### config.mk
export PLATFORM = sky130hd
export DESIGN_NAME = rtbc_div
export DESIGN_NICKNAME = d
export VERILOG_FILES = /design/src/rtl/core/rtbc_pkg.sv /design/src/rtl/core/rtbc_div.sv
export SDC_FILE = /design/constraint.sdc
export NUM_CORES = 2
export LEC_CHECK = 0
export CORE_MARGIN = 10
export CORE_UTILIZATION = 60
export CTS_BUF_LIST = sky130_fd_sc_hd__clkbuf_8
export DETAILED_ROUTE_END_ITERATION = 8
export DONT_BUFFER_PORTS = 1
export HOLD_SLACK_MARGIN = 0.05
export PLACE_DENSITY = 0.82
export SLEW_MARGIN = 5
export SYNTH_ARGS = -nofsm -noshare
export SYNTH_HDL_FRONTEND = slang
export SYNTH_SLANG_ARGS = --single-unit
### constraint.sdc
create_clock -name aclk -period 3.3 [get_ports aclk]
set_clock_uncertainty 0.1 [all_clocks]
set_input_delay 0.495 -clock aclk [delete_from_list [all_inputs] [get_ports aclk]]
set_output_delay 0.495 -clock aclk [all_outputs]
set_load 0.02 [all_outputs]
### src/rtl/core/rtbc_pkg.sv
// ----------------------------------------------------------------------------
// rtbc_pkg
// Shared types, constants and helper functions of the ranging timing-budget
// calculator.
// ----------------------------------------------------------------------------
package rtbc_pkg;

    localparam int unsigned EN_FINAL_BIT = 7;
    localparam int unsigned EN_PRE_BIT   = 6;
    localparam int unsigned EN_TCC_BIT   = 4;
    localparam int unsigned EN_DSS_BIT   = 3;
    localparam int unsigned EN_MSRC_BIT  = 2;

    localparam logic [31:0] OVH_START_SET = 32'd1320;
    localparam logic [31:0] OVH_START_GET = 32'd1910;
    localparam logic [31:0] OVH_END       = 32'd960;
    localparam logic [31:0] OVH_MSRC      = 32'd660;
    localparam logic [31:0] OVH_TCC       = 32'd590;
    localparam logic [31:0] OVH_DSS       = 32'd690;
    localparam logic [31:0] OVH_PRE       = 32'd660;
    localparam logic [31:0] OVH_FINAL     = 32'd550;
    localparam logic [31:0] MIN_BUDGET_US = 32'd20000;

    // macro period = 3813*p + floor((120*p + 500) / 1000)
    localparam logic [11:0] MP_BASE_MUL  = 12'd3813;
    localparam logic [16:0] RECIP_1000_S = 17'd67109;      // ceil(2^26/1000)
    localparam logic [29:0] RECIP_125    = 30'd549755814;  // ceil(2^36/125)
    localparam logic [9:0]  NS_PER_US    = 10'd1000;

    localparam int unsigned DIV_W = 32;
    localparam int unsigned MP_W  = 20;

    typedef enum logic [1:0] {
        ST_DONE     = 2'd0,
        ST_NO_FINAL = 2'd1,
        ST_BELOW    = 2'd2,
        ST_OVER     = 2'd3
    } status_t;

    typedef struct packed {
        logic [31:0] cur;
        status_t     status;
        logic [15:0] pre_m;
        logic        pre_en;
    } side_t;

    function automatic logic [7:0] pclk_count(input logic [7:0] code);
        logic [7:0] p;
        p = (code + 8'd1) << 1;
        return p;
    endfunction

    function automatic logic [15:0] decode_word(input logic [15:0] word);
        logic [15:0] v;
        if (word[15:8] >= 8'd16) begin
            v = 16'd0;
        end else begin
            v = 16'({8'd0, word[7:0]} << word[11:8]);
        end
        return v + 16'd1;
    endfunction

    function automatic logic [15:0] encode_word(input logic [15:0] mclks);
        logic [15:0] mant;
        logic [7:0]  ex;
        mant = mclks - 16'd1;
        ex   = 8'd0;
        for (int i = 0; i < 8; i++) begin
            if (mant[15:8] != 8'd0) begin
                mant = mant >> 1;
                ex   = ex + 8'd1;
            end
        end
        if (mclks == 16'd0) begin
            return 16'd0;
        end
        return {ex, mant[7:0]};
    endfunction

endpackage

### src/rtl/core/rtbc_div.sv
// ----------------------------------------------------------------------------
// rtbc_div
// Pipelined restoring divider, one quotient bit per stage. A zero divisor
// yields an all-ones quotient by construction.
// ----------------------------------------------------------------------------
module rtbc_div (
    input  logic                         aclk,
    input  logic                         aresetn,
    input  logic                         adv,
    input  logic                         in_valid,
    input  logic [rtbc_pkg::DIV_W-1:0]   dividend,
    input  logic [rtbc_pkg::MP_W-1:0]    divisor,
    input  rtbc_pkg::side_t              in_side,
    output logic                         out_valid,
    output logic [rtbc_pkg::DIV_W-1:0]   quotient,
    output rtbc_pkg::side_t              out_side
);
    import rtbc_pkg::*;

    logic [DIV_W-1:0] valid_reg;
    logic [MP_W-1:0]  rem_reg  [DIV_W];
    logic [DIV_W-1:0] dq_reg   [DIV_W];
    logic [MP_W-1:0]  dvs_reg  [DIV_W];
    side_t            side_reg [DIV_W];

    always_ff @(posedge aclk) begin
        if (!aresetn) begin
            valid_reg <= '0;
        end else if (adv) begin
            valid_reg <= {valid_reg[DIV_W-2:0], in_valid};
        end
    end

    for (genvar k = 0; k < DIV_W; k++) begin : g_stage
        logic [MP_W-1:0]  rem_in;
        logic [DIV_W-1:0] dq_in;
        logic [MP_W-1:0]  dvs_in;
        side_t            side_in;
        logic [MP_W:0]    trial;
        logic [MP_W:0]    diff;
        logic             take;

        if (k == 0) begin : g_first
            assign rem_in  = '0;
            assign dq_in   = dividend;
            assign dvs_in  = divisor;
            assign side_in = in_side;
        end else begin : g_next
            assign rem_in  = rem_reg[k-1];
            assign dq_in   = dq_reg[k-1];
            assign dvs_in  = dvs_reg[k-1];
            assign side_in = side_reg[k-1];
        end

        assign trial = {rem_in, dq_in[DIV_W-1]};
        assign diff  = trial - {1'b0, dvs_in};
        assign take  = (trial >= {1'b0, dvs_in});

        always_ff @(posedge aclk) begin
            if (adv) begin
                rem_reg[k]  <= take ? diff[MP_W-1:0] : trial[MP_W-1:0];
                dq_reg[k]   <= {dq_in[DIV_W-2:0], take};
                dvs_reg[k]  <= dvs_in;
                side_reg[k] <= side_in;
            end
        end
    end

    assign out_valid = valid_reg[DIV_W-1];
    assign quotient  = dq_reg[DIV_W-1];
    assign out_side  = side_reg[DIV_W-1];

endmodule

==> reports/metrics.yaml <==
sta:
  finalSetupViolations: 35
  final-hold-violation-count: 128
  tightest_slew_ns: 1.35
  setup_slack_ns: -0.317
  fin_crit_sh_pct: 110
  hold_ws_ns: -0.589
  rsz0062_at_grt: "yes"
  fmax_mhz: 277
  setup-tns-final_ns: -5.67
  finalCriticalPeriod_ns: 3.62
  slew_violations: 0
  slew_headroom_pct: 9.73
detailed_routing:
  drc_errors: 0
  num_vias: 82187
  drtIter0Drc: 6496
  antenna_left: 0
  wl_per_cell_um: 19.5
  firstDrtPassIters: 8
  via_per_inst: 5.48
  wl_mm: 292
floorplan:
  start_util_pct: 60.5
  num_rows: 186
  fp.dieW_um: 529
  core_area_sq_um: 257000
  ioPinCount: 191
  dieArea_sq_um: 280000
  fp.dieH_um: 529
run_status:
  violations: "negative hold slack, negative setup slack"
  status: "complete, but fails checks"
final_layout:
  final_net_count: 11902
  area_growth_pct: 16.9
  largest_register_ffs: 1632
  stdcell_count: 15005
  finish.utilization_pct: 70.7
  drive_gt1_share_pct: 17.7
  finalInstanceArea_sq_um: 182000
cts:
  clock_latency_ns: 1.13
  cts_root_buf: "clkbuf_8"
  clk_pin_slew_worst_paths_ns: 0.06
  htreeDepth: 6
  numCtsBuffers: 613
  cts_sinks: 3928
  clk_path_buf_depth: 4
  cts_tree: "done"
grt:
  grt-ovfl-total: 0
  grt_pass1_wl_mm: 451
  grt.total_usage_pct: 20.1
  antenna_found_initial: 6
  grt_pass1_vias: 82658
  grt_max_degree: 262
synth:
  syn_nets: 10424
  ys_seq_area_share_pct: 75.6
  avgSynthCellArea_sq_um: 16.1
  synth-edff-count: 3896
  netlist_area_sq_um: 156000
  ys.flop_type: "edfxtp_1"
  synth.distinct_cells: 85
  async_reset_ff_share_pct: 0
  postSynthCellCount: 9665
  ys_warn_count: 0
  ys_seq_elements: 3928
critical_path:
  path_cells: "ha_4, a21o_1, a21oi_2, a21oi_2, o31a_1, or4b_4, a31o_4, a311oi_4, a22o_4, buf_12, mux2_4"
  cp_max_fo: 8
  rr_endpoint: "rem_reg[3][13]"
  reg2reg_depth: 11
  crit_top_cell: "a21oi_2"
  worstPathRequired_ns: 4.01
  slowest_delay_ns: 0.49
  end_kind: "register"
  crit_arrival_ns: 4.33
  slowest_stage: "or4b_4"
  r2r_start: "rem_reg[2][2]"
  worst_setup_path_start_kind: "register"
  r2r_setup_slack_ns: -0.32
  critical_path_class: "reg -> reg"
placed_design:
  io_buffers: 0
  place_ws_ns: -2.71
  dp_cells: 13506
  post-dp-hpwl_mm: 184
  place_area_sq_um: 164000
  gp_congestion: 0.912
power_and_ir_drop:
  power_mw: 156
  p_leak_nw: 69.3
  power_density_nw_per_um2: 856
  ir_worst_vdd_mv: 0.532
min_path:
  worstHoldStart: "adv"
  hold_path_class: "in -> reg"
  min_delay_path_depth: 0
  hold_path_end: "side_reg[0][18]"
flow_run:
  maxCapViolations: 0
==> power breakdown <==
part / total [mW] / internal [mW] / switching [mW]
Combinational: 49.7 / 23.8 / 26.0
Sequential: 68.2 / 64.5 / 3.72
Clock: 37.9 / 19.3 / 18.7
Total: 156 / 107 / 48.3
==> layout make-up <==
cell class	count	area, sq um
Sequential cell	3928	118000
Clock buffer	619	8520
Clock inverter	471	2860
Inverter	806	3030
Timing Repair Buffer	1013	9650
Tap cell	3384	4230
Antenna cell	3	7.51
Fill cell	16034	75400
Multi-Input combinational cell	4781	36000
==> layout by cell type, fill, tap and decap left out, types with 33 or more instances in the layout <==
cell and n:
nor3_1 119, o21bai_1 52, and3_1 40, o21a_1 114
a211oi_1 34, nand4_1 69, nor2b_1 115, o31a_1 45
inv_1 966, mux2i_1 67, nand3_1 95, clkinv_1 153
o21ai_1 50, a21oi_2 41, edfxtp_1 3896, a21o_1 157
xnor2_1 256, nand2_1 548, o21ai_2 45, nor2_1 378
clkbuf_8 619, ha_1 587, buf_4 642, mux2_4 33
clkinv_2 66, mux2_2 171, nand2b_1 96, xor2_1 170
o21ai_0 480, a21oi_1 432, dlygate4sd3_1 273
==> critical path, delay by kind of cell (launching register included) <==
family                   cells  cell delay (ns)
AO/OA/AOI/OAI                7             1.55
adder cells (fa/ha/maj)      1             0.25
buffers and inverters        1             0.15
flip-flops                   1             0.44
multiplexers                 1             0.30
AND/OR/NAND/NOR              1             0.49
==> synth_stat cells (116+ instances only) <==
library cell  instances  area share, %
inv_1               806            1.9
xor2_1              170           0.96
nor2_1              379           0.91
a21o_1              157           0.76
nor2b_1             138           0.55
nand2_1             551            1.3
a21oi_1             480            1.5
nor3_1              120           0.39
edfxtp_1           3896             75
o21ai_0             558            1.8
ha_1                622            5.0
mux2_2              189            1.4
o21a_1              116           0.56
xnor2_1             256            1.4
==> how the worst max path moves through the flow <==
stage                    from  cells after the start               to
2_1_floorplan  dvs_reg[0][41]                     12   rem_reg[3][10]
3_3_place_gp              adv                      5  dvs_reg[1][294]
3_5_place_dp              adv                      5  dvs_reg[1][256]
4_1_cts         rem_reg[2][2]                     12    rem_reg[3][8]
5_1_grt         rem_reg[2][2]                     11   rem_reg[3][13]
6_report        rem_reg[2][2]                     11   rem_reg[3][13]
==> layer usage <==
metal  share of wire (%)  GRT usage (%)  vias up
met5                   0              0        -
met3                 5.0           3.10      580
met4                 3.2           7.01        0
met2                  50           33.9     2141
met1                  42           27.0    39982
li1                    -              -    39484
==> what timing repair did <==
action | in CTS | in global routing
cloned | 11 | 13
pin swaps | 41 | 146
hold endpoints to repair | 687 | 429
gates resized for setup | 110 | 376
setup endpoints to repair | 1913 | 1095
setup buffers | 36 | 73
hold buffers | 272 | 4
==> kinds of logic after synthesis <==
logic type               count (synthesis)  share of synthesized area (%)
adder cells (fa/ha/maj)                652                           5.39
flip-flops                            3928                           75.6
XOR/XNOR                               426                           2.40
AND/OR/NAND/NOR                       1655                           5.08
multiplexers                           274                           1.96
buffers and inverters                  956                           2.43
AO/OA/AOI/OAI                         1774                           7.16
(Power assumes the default switching activity.)
