==> config.mk <==
export PLATFORM = sky130hd
export DESIGN_NAME = rtbc_enc
export DESIGN_NICKNAME = d
export VERILOG_FILES = /design/src/rtl/core/rtbc_pkg.sv /design/src/rtl/core/rtbc_enc.sv
export SDC_FILE = /design/constraint.sdc
export NUM_CORES = 1
export LEC_CHECK = 0
export BUFFER_PORTS_ARGS = -buffer_cell sky130_fd_sc_hd__buf_2
export CAP_MARGIN = 15
export CORE_UTILIZATION = 40
export CTS_CLUSTER_SIZE = 16
export DETAILED_ROUTE_END_ITERATION = 12
export PLACE_DENSITY_LB_ADDON = 0.05
export REMOVE_ABC_BUFFERS = 1
export SETUP_SLACK_MARGIN = 0.05
export SLEW_MARGIN = 30
export SYNTH_ARGS = -nofsm -noshare
export SYNTH_HDL_FRONTEND = slang
export SYNTH_SLANG_ARGS = --single-unit
==> constraint.sdc <==
create_clock -name aclk -period 9.78 [get_ports aclk]
set_input_delay 1.956 -clock aclk [delete_from_list [all_inputs] [get_ports aclk]]
set_output_delay 1.956 -clock aclk [all_outputs]
set_load 0.03 [all_outputs]
==> src/rtl/core/rtbc_pkg.sv <==
// ----------------------------------------------------------------------------
// rtbc_pkg
// Shared types, constants and helper functions of the ranging timing-budget
// calculator.
// ----------------------------------------------------------------------------
package rtbc_pkg;

    localparam int unsigned EN_FINAL_BIT = 7;
    localparam int unsigned EN_PRE_BIT   = 6;
    localparam int unsigned EN_TCC_BIT   = 4;
    localparam int unsigned EN_DSS_BIT   = 3;
    localparam int unsigned EN_MSRC_BIT  = 2;

    localparam logic [31:0] OVH_START_SET = 32'd1320;
    localparam logic [31:0] OVH_START_GET = 32'd1910;
    localparam logic [31:0] OVH_END       = 32'd960;
    localparam logic [31:0] OVH_MSRC      = 32'd660;
    localparam logic [31:0] OVH_TCC       = 32'd590;
    localparam logic [31:0] OVH_DSS       = 32'd690;
    localparam logic [31:0] OVH_PRE       = 32'd660;
    localparam logic [31:0] OVH_FINAL     = 32'd550;
    localparam logic [31:0] MIN_BUDGET_US = 32'd20000;

    // macro period = 3813*p + floor((120*p + 500) / 1000)
    localparam logic [11:0] MP_BASE_MUL  = 12'd3813;
    localparam logic [16:0] RECIP_1000_S = 17'd67109;      // ceil(2^26/1000)
    localparam logic [29:0] RECIP_125    = 30'd549755814;  // ceil(2^36/125)
    localparam logic [9:0]  NS_PER_US    = 10'd1000;

    localparam int unsigned DIV_W = 32;
    localparam int unsigned MP_W  = 20;

    typedef enum logic [1:0] {
        ST_DONE     = 2'd0,
        ST_NO_FINAL = 2'd1,
        ST_BELOW    = 2'd2,
        ST_OVER     = 2'd3
    } status_t;

    typedef struct packed {
        logic [31:0] cur;
        status_t     status;
        logic [15:0] pre_m;
        logic        pre_en;
    } side_t;

    function automatic logic [7:0] pclk_count(input logic [7:0] code);
        logic [7:0] p;
        p = (code + 8'd1) << 1;
        return p;
    endfunction

    function automatic logic [15:0] decode_word(input logic [15:0] word);
        logic [15:0] v;
        if (word[15:8] >= 8'd16) begin
            v = 16'd0;
        end else begin
            v = 16'({8'd0, word[7:0]} << word[11:8]);
        end
        return v + 16'd1;
    endfunction

    function automatic logic [15:0] encode_word(input logic [15:0] mclks);
        logic [15:0] mant;
        logic [7:0]  ex;
        mant = mclks - 16'd1;
        ex   = 8'd0;
        for (int i = 0; i < 8; i++) begin
            if (mant[15:8] != 8'd0) begin
                mant = mant >> 1;
                ex   = ex + 8'd1;
            end
        end
        if (mclks == 16'd0) begin
            return 16'd0;
        end
        return {ex, mant[7:0]};
    endfunction

endpackage

==> src/rtl/core/rtbc_enc.sv <==
// ----------------------------------------------------------------------------
// rtbc_enc
// Output stage: add back the pre-range mclks when pre-range is enabled,
// re-encode the final-range timeout word (zero unless the status is done)
// and hold the result for the downstream side.
module rtbc_enc (
    input  logic                         aclk,
    input  logic                         aresetn,
    input  logic                         adv,
    input  logic                         in_valid,
    input  logic [rtbc_pkg::DIV_W-1:0]   quotient,
    input  rtbc_pkg::side_t              in_side,
    output logic                         m_valid,
    output logic [31:0]                  m_current_budget_us,
    output logic [15:0]                  m_new_final_timeout_word,
    output logic [1:0]                   m_budget_status
);
    import rtbc_pkg::*;

    logic        valid_reg;
    logic [31:0] cur_reg;
    logic [15:0] word_reg;
    logic [1:0]  status_reg;
    logic [15:0] mclks;
    logic [15:0] word_next;

    always_comb begin
        mclks = quotient[15:0];
        if (in_side.pre_en) begin
            mclks = mclks + in_side.pre_m;
        end
        word_next = (in_side.status == ST_DONE) ? encode_word(mclks) : 16'd0;
    end

    always_ff @(posedge aclk) begin
        if (!aresetn) begin
            valid_reg <= 1'b0;
        end else if (adv) begin
            valid_reg <= in_valid;
        end
    end

    always_ff @(posedge aclk) begin
        if (adv) begin
            cur_reg    <= in_side.cur;
            word_reg   <= word_next;
            status_reg <= in_side.status;
        end
    end

    assign m_valid                  = valid_reg;
    assign m_current_budget_us      = cur_reg;
    assign m_new_final_timeout_word = word_reg;
    assign m_budget_status          = status_reg;

endmodule

==> flow_metrics.tcl, run 1 <==
set metrics [dict create \
    crit_buf_inv 4 \
    synth_area_um2 4650 \
    hold_violations 0 \
    final_layout_size_suffix_gt1_share_pct 30.1 \
    routedWlPerCell_um 15.9 \
    dp_slack_ns 0.143 \
    fin_crit_sh_pct 94.7 \
    drt-initial-drc-count 187 \
    rows 38 \
    synth_top_area_share_pct 32.3 \
    crit_fanout 7 \
    cts_buffer_depth 2 \
    drv_cap 0 \
    core_um2 11100 \
    hold_class "reg -> reg" \
    ys_seq_area_share_pct 32.7 \
    antenna_cells 0 \
    power_mw 0.773 \
    crit_required_ns 9.81 \
    dieHeight_um 110 \
    die_x_um 110 \
    dieArea_um2 12100 \
    slew_headroom_pct 38.0 \
    synth.distinct_cells 90 \
    gr-total-overflow 0 \
    cts_tree "done" \
    layout_commonest_cell "buf_2" \
    routed_wl_mm 12.2 \
    setup-violations-final 0 \
    num_io_pins 138 \
    root_buffer "clkbuf_16" \
    power.leakage_nw 2.27 \
    grt_max_degree 52 \
    first_global_vias 4127 \
    path_clk_slew_ns 0.07 \
    synth_area_leaders "edfxtp_1 32%, ha_1 6.5%, a21oi_1 3.9%" \
    vdd_ir_drop_max_mv 0.0826 \
    crit_path_end_kind "register" \
    hold_buffers 0 \
    firstDrtPassIters 4 \
    place_congestion 0.874 \
    critPathMostFrequentCell "ha_1" \
    numPortBuffers 121 \
    yosysWarnings 0 \
    synth_area_leader_cell "edfxtp_1" \
    critical_path_class "in -> reg" \
    grt_pass1_wl_mm 19.5 \
    setup_ws_ns 0.515 \
    vias 4343 \
    run_status "completed" \
    dp_cells 755 \
    start_util_pct 41.9 \
    layout_common_cells "120 x buf_2, 50 x edfxtp_1, 47 x nor2_1" \
    viasPerCell 5.68 \
    fin_skew_ns 0 \
    slew_viol_final 0 \
    rsz0062_at_grt "false" \
    clock_sinks 51 \
    post-route-drc-count 0 \
    stdcell_count 764 \
    syn_area_per_cell_um2 9.41 \
    cts_buffers 5 \
    power_density_nw_per_um2 137 \
    syn_inst 494 \
    arrival_ns 9.30 \
    cp_top_family "simple AND/OR/NAND/NOR gates" \
    antenna_found_initial 0 \
    dp_hpwl_mm 9.65 \
    nNetsFinal 735 \
    ctsHtreeMaxLevel 2 \
    syn_to_final_growth_pct 21.3 \
    finalSetupTns_ns 0 \
    final_antenna_net_count 0 \
    min_period_ns 9.27 \
    grt_usage_pct 20.4 \
    crit_slowest_cell "or4b_1" \
    synth_edf_count 50 \
    crit_path_max_incr_delay_ns 0.56 \
    ys.flop_type "edfxtp_1" \
    critPathLaunchType "input pin" \
    synth.ff_latch_count 51 \
    async_flop_share_pct 0 \
    fmax_mhz 108 \
    tightest_slew_ns 0.924 \
    clock_latency_ns 0.30 \
]
==> worst reg2reg max path, cell delays in order (launching register included) <==
cell and delay, ns:
dfxtp_1 0.31, mux2i_1 0.11, nor2b_1 0.06
==> layout make-up <==
| cell class | count | area [µm²] |
|---|---|---|
| Clock buffer | 5 | 125 |
| Multi-Input combinational cell | 410 | 2980 |
| Sequential cell | 51 | 1520 |
| Fill cell | 1088 | 5440 |
| Clock inverter | 3 | 28.8 |
| Timing Repair Buffer | 140 | 751 |
| Tap cell | 140 | 175 |
| Inverter | 15 | 58.8 |
==> metrics by stage <==
step	utilization (%)	area [µm²]	hold WS, ns
after floorplan	-	4550	0.640
after global placement	49.4	5470	0.499
after detailed placement	49.4	5470	0.513
after CTS	50.8	5630	0.530
after global routing	50.9	5640	0.541
final	50.9	5640	0.522
==> report_power, final <==
group	switching, mW	internal, mW
clock network	0.0812	0.0975
registers	0.00387	0.262
logic	0.209	0.121
total	0.294	0.480
==> registers in the layout, summed over array words and instances (netlist names) <==
signal                    flops
m_new_final_timeout_word     16
m_valid                       1
m_budget_status               2
m_current_budget_us          32
==> worst paths after layout <==
kind,start,end,slack [ns],depth (start not counted)
max reg2reg,m_valid$_SDFFE_PN0P_,m_valid$_SDFFE_PN0P_,9.20,2
min,m_valid$_SDFFE_PN0P_,m_valid$_SDFFE_PN0P_,0.52,2
min reg2reg,m_valid$_SDFFE_PN0P_,m_valid$_SDFFE_PN0P_,0.52,2
max,quotient[0],m_new_final_timeout_word[12]$_SDFFCE_PP0P_,0.51,32
==> cells by family (layout without fill, tap and decap cells) <==
family / after synthesis / count (layout) / synth area share, %
AOI/OAI and AO/OA: 154 / 154 / 26.0
xor gates and xnor gates: 31 / 31 / 6.14
adders and majority gates: 25 / 25 / 6.89
buffers and inverters: 35 / 163 / 3.42
DFF: 51 / 51 / 32.7
muxes: 18 / 18 / 4.15
other: 1 / 3 / 0.0807
and+or+nand+nor: 179 / 179 / 20.6
==> synth_stat cells (4+ instances only) <==
library cell and count:
xnor2_1 14, o31ai_1 4, a21o_1 5, clkbuf_1 9, ha_1 24, nand2b_1 4
nand4_1 6, xor2_1 16, o22ai_1 4, nor3_1 19, nand3_1 12, o211ai_1 4
o21a_1 9, o21ai_1 6, buf_2 5, nand2_1 42, and3_1 8, nor2_1 47
a311oi_1 4, or3_1 4, edfxtp_1 50, a211oi_1 6, mux2i_1 13, inv_1 13
o21ai_0 25, a21oi_1 36, a31oi_1 4
==> layer usage <==
layer | up-vias | GRT usage (%) | routed length (µm)
li1 | 2151 | - | -
met1 | 2040 | 27.3 | 5830
met2 | 141 | 34.3 | 5460
met3 | 11 | 2.43 | 732
met4 | 0 | 6.19 | 150
met5 | - | 0 | 0
==> timing repair <==
action                                  in CTS  in global routing
endpoints found under the setup margin       0                  1
gates resized for setup                      0                  1
hold endpoints to repair                     0                  0
buffers inserted                             0                  1
Power figures use the tool's default switching activity.
==> inputs of run 2 (changes only) <==
--- a/config.mk
+++ b/config.mk
@@ -12,3 +12,3 @@
 export DETAILED_ROUTE_END_ITERATION = 12
-export PLACE_DENSITY_LB_ADDON = 0.05
+export PLACE_DENSITY = 0.64
 export REMOVE_ABC_BUFFERS = 1
--- a/constraint.sdc
+++ b/constraint.sdc
@@ -3,2 +3,2 @@
 set_output_delay 1.956 -clock aclk [all_outputs]
-set_load 0.03 [all_outputs]
+set_load 0.01 [all_outputs]
==> run 2 against run 1 <==
Net effect: non-clock buffer count is 2 lower; first-iteration DRC count grew 20%; largest power group unchanged; clock-buffer cell count stayed put.
==> flow_metrics.tcl, run 2 (synthesis results as in run 1) <==
set metrics [dict create \
    rows 38 \
    clock_latency_ns 0.29 \
    tightest_slew_ns 0.818 \
    grt_usage_pct 20.2 \
    final_area_um2 5640 \
    crit_path_end_kind "register" \
    hold_slack_ns 0.549 \
    vdd_ir_drop_max_mv 0.132 \
    ctsHtreeMaxLevel 2 \
    dp_hpwl_mm 9.69 \
    viasPerCell 5.64 \
    vias 4294 \
    post-route-drc-count 0 \
    syn_to_final_growth_pct 21.5 \
    reg2reg_slack_ns 9.17 \
    final_layout_size_suffix_gt1_share_pct 29.9 \
    setup-violations-final 0 \
    power_density_nw_per_um2 135 \
    grt_pass1_wl_mm 19.3 \
    antenna_found_initial 0 \
    dieHeight_um 110 \
    gr-total-overflow 0 \
    cts_tree "done" \
    slew_viol_final 0 \
    post_cts_resized 0 \
    numPortBuffers 121 \
    largest_reg_flops 32 \
    die_x_um 110 \
    dieArea_um2 12100 \
    final_antenna_net_count 0 \
    min_period_ns 9.25 \
    routedWlPerCell_um 15.7 \
    stdcell_count 762 \
    root_buffer "clkbuf_16" \
    hold_buffers 0 \
    hold_class "reg -> reg" \
    rsz0062_at_grt "false" \
    cts_buffers 5 \
    worstSetupEndpoint "m_new_final_timeout_word[12]$_SDFFCE_PP0P_" \
    fmax_mhz 108 \
    critPathLaunchType "input pin" \
    power_mw 0.760 \
    core_um2 11100 \
    layout_common_cells "120 x buf_2, 50 x edfxtp_1, 47 x nor2_1" \
    run_status "completed" \
    num_io_pins 138 \
    clock_sinks 51 \
    finalSetupTns_ns 0 \
    drv_cap 0 \
    critical_path_class "in -> reg" \
    reg2reg_from "m_valid$_SDFFE_PN0P_" \
    crit_path_max_incr_delay_ns 0.57 \
    place_area_um2 5470 \
    r2r_end "m_valid$_SDFFE_PN0P_" \
    first_global_vias 4013 \
    place_congestion 0.941 \
    fin_crit_sh_pct 94.5 \
    hold_violations 0 \
    crit_fanout 7 \
    slew_headroom_pct 45.0 \
    grt_max_degree 52 \
    fillCellCount 1063 \
    reg2reg_depth 2 \
    dp_cells 754 \
    crit_path_start "quotient[0]" \
    arrival_ns 9.28 \
    power.leakage_nw 2.27 \
    firstDrtPassIters 4 \
    cts_buffer_depth 2 \
    layout_commonest_cell "buf_2" \
    start_util_pct 41.9 \
    antenna_cells 0 \
    path_clk_slew_ns 0.07 \
    fin_skew_ns 0 \
    crit_required_ns 9.81 \
    critPathMostFrequentCell "ha_1" \
    crit_slowest_cell "or4b_1" \
    routed_wl_mm 12.0 \
    drt-initial-drc-count 225 \
    nNetsFinal 733 \
    post_cts_buffers 0 \
]
## run 2: cell count changes in the layout (fill, tap and decap cells not counted), sizes merged
cell,delta
clkinvlp,+1
bufinv,+1
buf,-2
clkinv,-2
## run 2: layout make-up
| cell class | instances | area, µm² | area share, % |
|---|---|---|---|
| clock buffer | 5 | 125 | 2.22 |
| clock inverter | 3 | 46.3 | 0.820 |
| inverter | 15 | 58.8 | 1.04 |
| multi-input combinational | 410 | 2980 | 52.8 |
| sequential | 51 | 1520 | 27.0 |
| tap | 140 | 175 | 3.10 |
| timing repair buffer | 138 | 736 | 13.0 |
## run 2: per-stage QoR
stage	setup slack, ns	util, %
floorplan	0.612	-
global placement	0.393	49.3
detailed placement	0.290	49.3
CTS	0.565	50.9
global route	0.0791	50.9
finish	0.534	50.9
## run 2: layer usage
metal / track usage (%) / share of wire (%) / vias up
met4: 5.81 / 1.2 / 0
met1: 26.2 / 46 / 1985
met5: 0 / 0 / -
li1: - / - / 2157
met2: 35.0 / 46 / 139
met3: 2.61 / 6.6 / 13
## run 2: worst max-delay path: cells and delay by family
kind                       cells  cell delay (ns)
and+or+nand+nor                8             2.30
AOI/OAI and AO/OA             10             2.01
muxes                          2             0.33
adders and majority gates      8             2.17
buffers and inverters          6             0.49
## run 2: report_power, final
part           total (mW)  switching [mW]  internal (mW)  leakage (nW)
clock               0.196          0.0750          0.121        0.0804
sequential          0.266         0.00468          0.262         0.495
combinational       0.298           0.179          0.119          1.69
total               0.760           0.259          0.502          2.27
## run 2: worst min path at each step
| stage | start | end | slack (ns) | cells after the start |
|---|---|---|---|---|
| detailed placement | m_valid$_SDFFE_PN0P_ | m_valid$_SDFFE_PN0P_ | 0.55 | 2 |
| floorplan | m_valid$_SDFFE_PN0P_ | m_valid$_SDFFE_PN0P_ | 0.54 | 2 |
| finish | m_valid$_SDFFE_PN0P_ | m_valid$_SDFFE_PN0P_ | 0.55 | 2 |
| global placement | m_valid$_SDFFE_PN0P_ | m_valid$_SDFFE_PN0P_ | 0.49 | 2 |
| CTS | m_valid$_SDFFE_PN0P_ | m_valid$_SDFFE_PN0P_ | 0.55 | 2 |
| global route | m_valid$_SDFFE_PN0P_ | m_valid$_SDFFE_PN0P_ | 0.57 | 2 |
